[src/rtl/core/timed_wait_queue_defines.svh]
// Assertion macros used by the timed wait queue top level.
`ifndef TIMED_WAIT_QUEUE_DEFINES_SVH
`define TIMED_WAIT_QUEUE_DEFINES_SVH

// Check that cons holds in the same cycle as ante.
`define TWQ_ASSERT_SAME(label, clk, rst_n, ante, cons, msg) \
  label: assert property (@(posedge clk) disable iff (!rst_n) (ante) |-> (cons)) \
    else $error(msg);

// Check that cons holds in the cycle after ante.
`define TWQ_ASSERT_NEXT(label, clk, rst_n, ante, cons, msg) \
  label: assert property (@(posedge clk) disable iff (!rst_n) (ante) |=> (cons)) \
    else $error(msg);

`endif

[src/rtl/core/twq_pkg.sv]
// Types, codes and controller interface of the timed wait queue.
package twq_pkg;

  localparam int HANDLE_W = 16;
  localparam int TICKS_W  = 16;

  // Input operation codes
  localparam logic [1:0] OP_APPEND = 2'd0;
  localparam logic [1:0] OP_TAKE   = 2'd1;
  localparam logic [1:0] OP_LOOKUP = 2'd2;
  localparam logic [1:0] OP_TICK   = 2'd3;

  // Result kinds
  localparam logic [1:0] KIND_APPEND = 2'd0;
  localparam logic [1:0] KIND_TAKE   = 2'd1;
  localparam logic [1:0] KIND_LOOKUP = 2'd2;
  localparam logic [1:0] KIND_TICK   = 2'd3;

  // Result status codes
  localparam logic [1:0] STATUS_OK   = 2'd0;
  localparam logic [1:0] STATUS_NONE = 2'd1;
  localparam logic [1:0] STATUS_FULL = 2'd2;

  typedef struct packed {
    logic [1:0]          op;
    logic [HANDLE_W-1:0] handle;
    logic [TICKS_W-1:0]  wait_ticks;
  } twq_in_t;

  typedef struct packed {
    logic [1:0]          kind;
    logic [1:0]          status;
    logic [HANDLE_W-1:0] task_id;
    logic                last;
  } twq_out_t;

  // One stored queue entry
  typedef struct packed {
    logic [HANDLE_W-1:0] handle;
    logic [TICKS_W-1:0]  remaining;
  } twq_entry_t;

  typedef enum logic [2:0] {
    ST_IDLE,
    ST_APPEND,
    ST_TAKE,
    ST_TAKE_OUT,
    ST_SCAN,
    ST_FINISH
  } twq_state_t;

  // Controller to datapath commands
  typedef struct packed {
    logic load;
    logic append;
    logic take_rd;
    logic take_out;
    logic scan;
    logic finish;
  } twq_cmd_t;

  // Datapath to controller status
  typedef struct packed {
    logic empty;
    logic scan_done;
  } twq_stat_t;

endpackage

[src/rtl/core/timed_wait_queue.sv]
// Timed wait queue top level: ordered FIFO of handles with tick timeouts.
// Append passes through the APPEND state, take through TAKE and, unless empty, TAKE_OUT; busy drops with the result.
// Lookup and tick: scan one entry per cycle through the single memory read port,
// then give the final result from the FINISH state.
// Tick expiries come out at most one per cycle during the scan; results cannot stall.
// Synchronous active-low reset empties the queue; entry contents are not cleared.
`include "timed_wait_queue_defines.svh"

module timed_wait_queue #(
  parameter int QUEUE_DEPTH = 16
) (
  input  logic              clk,
  input  logic              rst_n,
  input  logic              start,
  output logic              busy,
  input  twq_pkg::twq_in_t  in_beat,
  output logic              out_valid,
  output twq_pkg::twq_out_t out_beat
);
  import twq_pkg::*;

  twq_cmd_t  cmd;
  twq_stat_t stat;

  twq_ctrl u_ctrl (
    .clk   (clk),
    .rst_n (rst_n),
    .start (start),
    .op    (in_beat.op),
    .stat  (stat),
    .cmd   (cmd),
    .busy  (busy)
  );

  twq_datapath #(
    .QUEUE_DEPTH (QUEUE_DEPTH)
  ) u_datapath (
    .clk       (clk),
    .rst_n     (rst_n),
    .in_beat   (in_beat),
    .cmd       (cmd),
    .stat      (stat),
    .out_valid (out_valid),
    .out_beat  (out_beat)
  );

  // The final beat of an item frees the block in the same cycle
  `TWQ_ASSERT_SAME(a_last_frees, clk, rst_n, out_valid && out_beat.last, !busy,
                   "final beat while busy")
  // Beats ahead of the final one come only while the scan runs
  `TWQ_ASSERT_SAME(a_early_busy, clk, rst_n, out_valid && !out_beat.last, busy,
                   "early beat while idle")
  // Only tick expiries may come as several beats
  `TWQ_ASSERT_SAME(a_single_beat, clk, rst_n, out_valid && (out_beat.kind != KIND_TICK),
                   out_beat.last, "multi-beat non-tick result")
  // An accepted item keeps the block busy in the next cycle
  `TWQ_ASSERT_NEXT(a_accept_busy, clk, rst_n, start && !busy, busy,
                   "accept did not raise busy")

endmodule

[src/rtl/core/twq_ctrl.sv]
// Sequencing state machine of the timed wait queue.
module twq_ctrl (
  input  logic              clk,
  input  logic              rst_n,
  input  logic              start,
  input  logic [1:0]        op,
  input  twq_pkg::twq_stat_t stat,
  output twq_pkg::twq_cmd_t  cmd,
  output logic              busy
);
  import twq_pkg::*;

  twq_state_t state_r;
  twq_state_t state_nxt;

  // Hold the state register
  always_ff @(posedge clk) begin
    if (!rst_n) begin
      state_r <= ST_IDLE;
    end else begin
      state_r <= state_nxt;
    end
  end

  // Pick the next state and issue commands
  always_comb begin
    state_nxt = state_r;
    cmd       = '0;
    busy      = 1'b1;
    unique case (state_r)
      ST_IDLE: begin
        busy = 1'b0;
        if (start) begin
          cmd.load = 1'b1;
          unique case (op)
            OP_APPEND: state_nxt = ST_APPEND;
            OP_TAKE:   state_nxt = ST_TAKE;
            OP_LOOKUP: state_nxt = ST_SCAN;
            OP_TICK:   state_nxt = ST_SCAN;
            default:   state_nxt = ST_IDLE;
          endcase
        end
      end
      ST_APPEND: begin
        cmd.append = 1'b1;
        state_nxt  = ST_IDLE;
      end
      ST_TAKE: begin
        cmd.take_rd = 1'b1;
        state_nxt   = stat.empty ? ST_IDLE : ST_TAKE_OUT;
      end
      ST_TAKE_OUT: begin
        cmd.take_out = 1'b1;
        state_nxt    = ST_IDLE;
      end
      ST_SCAN: begin
        cmd.scan = 1'b1;
        if (stat.scan_done) begin
          state_nxt = ST_FINISH;
        end
      end
      ST_FINISH: begin
        cmd.finish = 1'b1;
        state_nxt  = ST_IDLE;
      end
      default: begin
        state_nxt = ST_IDLE;
      end
    endcase
  end

endmodule

[src/rtl/core/twq_datapath.sv]
// Entry store, ring pointers, scan logic and result register of the queue.
module twq_datapath #(
  parameter int QUEUE_DEPTH = 16
) (
  input  logic               clk,
  input  logic               rst_n,
  input  twq_pkg::twq_in_t   in_beat,
  input  twq_pkg::twq_cmd_t  cmd,
  output twq_pkg::twq_stat_t stat,
  output logic               out_valid,
  output twq_pkg::twq_out_t  out_beat
);
  import twq_pkg::*;

  localparam int AW = (QUEUE_DEPTH > 1) ? $clog2(QUEUE_DEPTH) : 1;
  localparam int CW = $clog2(QUEUE_DEPTH + 1);
  localparam int SW = AW + 1;

  // Entry store
  twq_entry_t mem [QUEUE_DEPTH];

  // Latched item
  logic [1:0]          op_r;
  logic [HANDLE_W-1:0] handle_r;
  logic [TICKS_W-1:0]  wait_r;

  // Ring and scan control
  logic [AW-1:0] head_r,  head_nxt;
  logic [CW-1:0] occ_r,   occ_nxt;
  logic [CW-1:0] idx_r,   idx_nxt;
  logic [CW-1:0] keep_r,  keep_nxt;
  logic          rd_vld_r, rd_vld_nxt;
  logic          found_r,  found_nxt;
  logic          pend_vld_r, pend_vld_nxt;
  logic [HANDLE_W-1:0] pend_id_r, pend_id_nxt;
  twq_entry_t    rd_data_r;

  // Result register
  logic      out_valid_r, out_valid_nxt;
  twq_out_t  out_beat_r,  out_beat_nxt;

  // Memory port signals
  logic          rd_en;
  logic [AW-1:0] rd_addr;
  logic          wr_en;
  logic [AW-1:0] wr_addr;
  twq_entry_t    wr_data;

  logic               issue;
  logic [TICKS_W-1:0] rem;

  // Ring address: base plus offset, folded once past the depth
  function automatic logic [AW-1:0] ring_addr(input logic [AW-1:0] base,
                                              input logic [AW-1:0] off);
    logic [SW-1:0] sum;
    sum = {1'b0, base} + {1'b0, off};
    if (sum >= SW'(QUEUE_DEPTH)) begin
      sum = sum - SW'(QUEUE_DEPTH);
    end
    return sum[AW-1:0];
  endfunction

  assign stat.empty     = (occ_r == '0);
  assign stat.scan_done = (idx_r == occ_r) && !rd_vld_r;

  assign issue = idx_r < occ_r;
  assign rem   = rd_data_r.remaining;

  // Work out the next state of the datapath
  always_comb begin
    head_nxt      = head_r;
    occ_nxt       = occ_r;
    idx_nxt       = idx_r;
    keep_nxt      = keep_r;
    rd_vld_nxt    = 1'b0;
    found_nxt     = found_r;
    pend_vld_nxt  = pend_vld_r;
    pend_id_nxt   = pend_id_r;
    out_valid_nxt = 1'b0;
    out_beat_nxt  = out_beat_r;
    rd_en         = 1'b0;
    rd_addr       = head_r;
    wr_en         = 1'b0;
    wr_addr       = ring_addr(head_r, occ_r[AW-1:0]);
    wr_data       = '{handle: handle_r, remaining: wait_r};

    if (cmd.load) begin
      idx_nxt      = '0;
      keep_nxt     = '0;
      found_nxt    = 1'b0;
      pend_vld_nxt = 1'b0;
    end

    // Append at the tail or flag full
    if (cmd.append) begin
      out_valid_nxt = 1'b1;
      if (occ_r == CW'(QUEUE_DEPTH)) begin
        out_beat_nxt = '{kind: KIND_APPEND, status: STATUS_FULL, task_id: '0, last: 1'b1};
      end else begin
        wr_en        = 1'b1;
        occ_nxt      = occ_r + 1'b1;
        out_beat_nxt = '{kind: KIND_APPEND, status: STATUS_OK, task_id: '0, last: 1'b1};
      end
    end

    // Read the oldest entry or report empty
    if (cmd.take_rd) begin
      if (occ_r == '0) begin
        out_valid_nxt = 1'b1;
        out_beat_nxt  = '{kind: KIND_TAKE, status: STATUS_NONE, task_id: '0, last: 1'b1};
      end else begin
        rd_en   = 1'b1;
        rd_addr = head_r;
      end
    end

    // Drop the oldest entry and return its handle
    if (cmd.take_out) begin
      head_nxt      = ring_addr(head_r, AW'(1));
      occ_nxt       = occ_r - 1'b1;
      out_valid_nxt = 1'b1;
      out_beat_nxt  = '{kind: KIND_TAKE, status: STATUS_OK,
                        task_id: rd_data_r.handle, last: 1'b1};
    end

    if (cmd.scan) begin
      // Issue one read per cycle, oldest first
      if (issue) begin
        rd_en      = 1'b1;
        rd_addr    = ring_addr(head_r, idx_r[AW-1:0]);
        idx_nxt    = idx_r + 1'b1;
        rd_vld_nxt = 1'b1;
      end
      // Process the entry read in the previous cycle
      if (rd_vld_r) begin
        if (op_r == OP_LOOKUP) begin
          if (rd_data_r.handle == handle_r) begin
            found_nxt = 1'b1;
          end
        end else if (rem == TICKS_W'(1)) begin
          // Expired: flush the earlier expiry, hold this one back
          if (pend_vld_r) begin
            out_valid_nxt = 1'b1;
            out_beat_nxt  = '{kind: KIND_TICK, status: STATUS_OK,
                              task_id: pend_id_r, last: 1'b0};
          end
          pend_vld_nxt = 1'b1;
          pend_id_nxt  = rd_data_r.handle;
        end else begin
          // Survivor: compact toward the head, its count stepped down unless already zero
          wr_en    = 1'b1;
          wr_addr  = ring_addr(head_r, keep_r[AW-1:0]);
          wr_data  = '{handle: rd_data_r.handle,
                       remaining: (rem == '0) ? rem : rem - 1'b1};
          keep_nxt = keep_r + 1'b1;
        end
      end
    end

    // Close the scan with the final result
    if (cmd.finish) begin
      out_valid_nxt = 1'b1;
      if (op_r == OP_LOOKUP) begin
        if (found_r) begin
          out_beat_nxt = '{kind: KIND_LOOKUP, status: STATUS_OK, task_id: handle_r,
                           last: 1'b1};
        end else begin
          out_beat_nxt = '{kind: KIND_LOOKUP, status: STATUS_NONE, task_id: '0,
                           last: 1'b1};
        end
      end else begin
        occ_nxt = keep_r;
        if (pend_vld_r) begin
          out_beat_nxt = '{kind: KIND_TICK, status: STATUS_OK, task_id: pend_id_r,
                           last: 1'b1};
        end else begin
          out_beat_nxt = '{kind: KIND_TICK, status: STATUS_NONE, task_id: '0,
                           last: 1'b1};
        end
      end
    end
  end

  // Control registers
  always_ff @(posedge clk) begin
    if (!rst_n) begin
      head_r      <= '0;
      occ_r       <= '0;
      idx_r       <= '0;
      keep_r      <= '0;
      rd_vld_r    <= 1'b0;
      found_r     <= 1'b0;
      pend_vld_r  <= 1'b0;
      out_valid_r <= 1'b0;
    end else begin
      head_r      <= head_nxt;
      occ_r       <= occ_nxt;
      idx_r       <= idx_nxt;
      keep_r      <= keep_nxt;
      rd_vld_r    <= rd_vld_nxt;
      found_r     <= found_nxt;
      pend_vld_r  <= pend_vld_nxt;
      out_valid_r <= out_valid_nxt;
    end
  end

  // Payload registers
  always_ff @(posedge clk) begin
    pend_id_r  <= pend_id_nxt;
    out_beat_r <= out_beat_nxt;
    if (cmd.load) begin
      op_r     <= in_beat.op;
      handle_r <= in_beat.handle;
      wait_r   <= in_beat.wait_ticks;
    end
  end

  // Write port
  always_ff @(posedge clk) begin
    if (wr_en) begin
      mem[wr_addr] <= wr_data;
    end
  end

  // Registered read port
  always_ff @(posedge clk) begin
    if (rd_en) begin
      rd_data_r <= mem[rd_addr];
    end
  end

  assign out_valid = out_valid_r;
  assign out_beat  = out_beat_r;

endmodule
[config.mk]
export PLATFORM = sky130hd
export DESIGN_NAME = timed_wait_queue
export DESIGN_NICKNAME = d
export VERILOG_FILES = /design/src/rtl/core/twq_pkg.sv /design/src/rtl/core/timed_wait_queue.sv /design/src/rtl/core/twq_ctrl.sv /design/src/rtl/core/twq_datapath.sv
export VERILOG_INCLUDE_DIRS = /design/src /design/src/rtl/core
export SDC_FILE = /design/constraint.sdc
export NUM_CORES = 1
export LEC_CHECK = 0
export BUFFER_PORTS_ARGS = -buffer_cell sky130_fd_sc_hd__buf_4
export CAP_MARGIN = 20
export CORE_UTILIZATION = 55
export CTS_BUF_LIST = sky130_fd_sc_hd__clkbuf_8
export CTS_CLUSTER_SIZE = 25
export DETAILED_ROUTE_END_ITERATION = 10
export HOLD_SLACK_MARGIN = 0.1
export PLACE_DENSITY = 0.76
export SLEW_MARGIN = 5
export SYNTH_ARGS = -nofsm -noshare
export SYNTH_HDL_FRONTEND = slang
export SYNTH_SLANG_ARGS = --single-unit
export TNS_END_PERCENT = 30
[constraint.sdc]
create_clock -name clk -period 5.2 [get_ports clk]
set_clock_uncertainty 0.1 [all_clocks]
set_input_delay 0.78 -clock clk [delete_from_list [all_inputs] [get_ports clk]]
set_output_delay 0.78 -clock clk [all_outputs]
set_load 0.02 [all_outputs]
==> metrics <==
Power Density=343.7 nW/um^2; Final Hold Viols=0; final worst-path cycle share=between 80% and 90%; GP Congestion=0.9177; initial antenna violation count=0; count of cell types in the netlist=67; total die area=50110 sq um; Hold Crit Class=primary input to flip-flop; critical path class=flip-flop to flip-flop; Synth Cell Area=27070 sq um; PortBufs=59; Finished Layout Cells=2743; gr usage total=27.47%; startpoint class of the critical path=flip-flop; Antenna Violating Nets Remaining=0; ys async rst share=0%; crit path max fanout=19; Seq/Total Area, Yosys=69.36%; Inserted Clock Buffers=104; largest net degree at the start of global routing=106; max-slew violations=0; DRC errors left=0; Antenna Cells=0; # IOs=60; Slew HR=27.64%; Setup Buffers After CTS=0; number of DRC markers after the initial detailed-route iteration=2513; Worst EP required=5.53 ns; Syn Area/Cell=around 14 sq um; Synth Instances=a little under 2000; setup TNS=0 ns; Die Wd=223.9 um; status=completed; grt ovf=0; Mapped Nets=2005; most common cell after layout, fill and taps aside=edfxtp_1; Die Span Y=223.9 um; RSZ-0062 raised after global routing=no; via count=18267; post-synthesis sequential element count=641; NumNets Final=2065; drt wl/cell=24.93 um; vias per cell=6.659; DP HPWL=~38000 um; Clock Path Buffers=3; register area=18780 sq um; Highest Clock Rate=235.4 MHz; Yosys warning count=0; core area=48150 sq um; Slew @ Worst Pin=approximately 1.1 ns; Placed Cells incl. Taps=2547; Critical Path End Type=flip-flop; WL final=68380 um; Pleak=10.23 nW; H-Tree Depth=3; Initial Util=between 50% and 60%; # fillers=3487; Final min period=4.248 ns; worst-path cell chain=inv_1 -> ha_1 -> nor2b_1 -> o21ai_1 -> nand3_1 -> or3_1 -> nand2_1 -> buf_4 -> a31oi_1; most frequent cells in the layout=edfxtp_1 (594), nand2_1 (162), o21ai_0 (128); cell family with most CP delay=simple AND/OR/NAND/NOR gates; Top FF cell, synth=edfxtp_1; area grow syn2layout=11.61%; CP max stage cell=nand2_1; area of the multi-input gates=7651 sq um; Root Buffer=clkbuf_8; Cell Rows=80; first-pass GRT wire length=105000 um; clock sink count=641; Clock transition at path regs=approximately 0.06 ns; total of max-cap violations=0; EDFF count, synth=594; CTS tree=built; Max stage delay on crit path=0.76 ns; CP Buf/Inv Count=2; Worst EP arrival=4.58 ns; Worst VDD drop=between 200 and 250 uV; Pre-antenna DRT Iters=10; number of global-route vias before repair=17970; setup violators final=0; clk_lat worst skew=0.71 ns; layout cells sized above 1=13.94%
cells by family (layout without fill, tap and decap cells):
kind of cell / Yosys count / count (layout) / share of synthesized area [%]
flip-flops: 641 / 641 / 69.36
buffers and inverters: 188 / 332 / 3.175
XOR/XNOR: 44 / 44 / 1.423
AO/OA/AOI/OAI: 650 / 650 / 17.03
AND/OR/NAND/NOR: 353 / 353 / 6.212
multiplexers: 42 / 42 / 1.558
adder cells (fa/ha/maj): 25 / 25 / 1.239
power by group:
group          switching (mW)  internal (mW)  leakage, nW
Combinational           0.383          0.207         3.42
Sequential             0.0634           5.76         5.74
Clock                    2.00           1.97         1.06
Total                    2.44           7.94         10.2
state kept, by name, indices dropped and copies added, names as in the netlist, 4 cells and up:
| signal | cells |
|---|---|
| u_datapath.mem | 512 |
| u_datapath.out_beat | 21 |
| u_datapath.handle_r | 16 |
| u_datapath.pend_id_r | 16 |
| u_datapath.rd_data_r | 16 |
| u_datapath.rem | 16 |
| u_datapath.wait_r | 16 |
| u_datapath.idx_r | 5 |
| u_datapath.keep_r | 5 |
| u_datapath.occ_r | 5 |
| u_datapath.head_r | 4 |
cells in the mapped netlist (all sizes together), types with 17 or more instances:
master     n  area (sq um)
mux2i     41         410.4
a211o     25         219.0
o22ai     25         156.4
a21oi     99         495.5
a221oi    17         148.9
a211oi    42         315.3
o21ai    135         675.7
xnor2     23         201.4
a31oi     32         200.2
a2111oi   17         173.9
ha        22         275.3
clkbuf   112         421.7
and3      53         331.6
inv       20         75.07
dfxtp     47         940.9
a22oi     61         457.9
xor2      21         183.9
nor2      54         224.0
nand2    164         618.1
edfxtp   594         17840
a311oi    56         490.5
a32oi     52         455.4
buf       55         359.1
a221o     32         320.3
what timing repair did:
| action | 4_1_cts | 5_1_grt |
|---|---|---|
| hold buffers | 1 | 0 |
| gates resized for setup | 0 | 0 |
| hold endpoints to repair | 1 | 0 |
per-stage QoR:
stage | setup slack (ns) | util (%) | hold WS [ns] | instance area [sq um] | total power [mW]
4_1_cts | 0.9960 | 62.64 | 0.1002 | 30160 | 10.43
6_report | 0.9521 | 62.75 | 0.1420 | 30210 | 10.38
2_1_floorplan | 1.002 | - | 0.3319 | 27070 | 6.252
3_3_place_gp | 1.184 | 58.68 | 0.3573 | 28250 | 6.490
5_1_grt | 0.6826 | 62.75 | 0.1122 | 30210 | 10.72
3_5_place_dp | 1.035 | 58.71 | 0.3611 | 28270 | 6.511
worst reg2reg max path: cells and delay by family, from the launching register on:
kind | cells | cell delay, ns
compound gates | 2 | 0.68
fa+ha+maj | 1 | 0.30
buf+inv | 2 | 0.51
flops | 1 | 0.45
simple gates | 4 | 1.94
path summary, 6_finish.rpt:
path,cells past startpoint,startpoint,slack (ns),endpoint
worst max-delay path,9,u_datapath.occ_r[1]$_SDFF_PN0_,0.95,u_datapath.rd_data_r[27]$_DFFE_PP_
worst min-delay path,1,in_beat[0],0.14,u_datapath.wait_r[0]$_DFFE_PP_
worst max register to register,9,u_datapath.occ_r[1]$_SDFF_PN0_,0.95,u_datapath.rd_data_r[27]$_DFFE_PP_
worst min register to register,1,u_datapath.out_beat[19]$_DFF_P_,0.38,u_datapath.out_beat[19]$_DFF_P_
metal layers:
metal / global-route usage, % / vias up / share of wire (%)
li1: - / 7947 / -
met1: 37.18 / 8993 / 39
met2: 43.26 / 1170 / 47
met3: 6.283 / 157 / 11
met4: 10.94 / 0 / 2.9
met5: 0 / - / 0
final cells by class:
cell class	instances	area share, %
flip-flops and latches	641	62.15
multi-input cells	1114	25.32
clock buffers	107	4.874
well taps	656	2.717
inverters	21	0.2609
clock inverters	83	1.346
repair buffers	121	3.329
No activity file was read; power rests on OpenSTA's default activity.
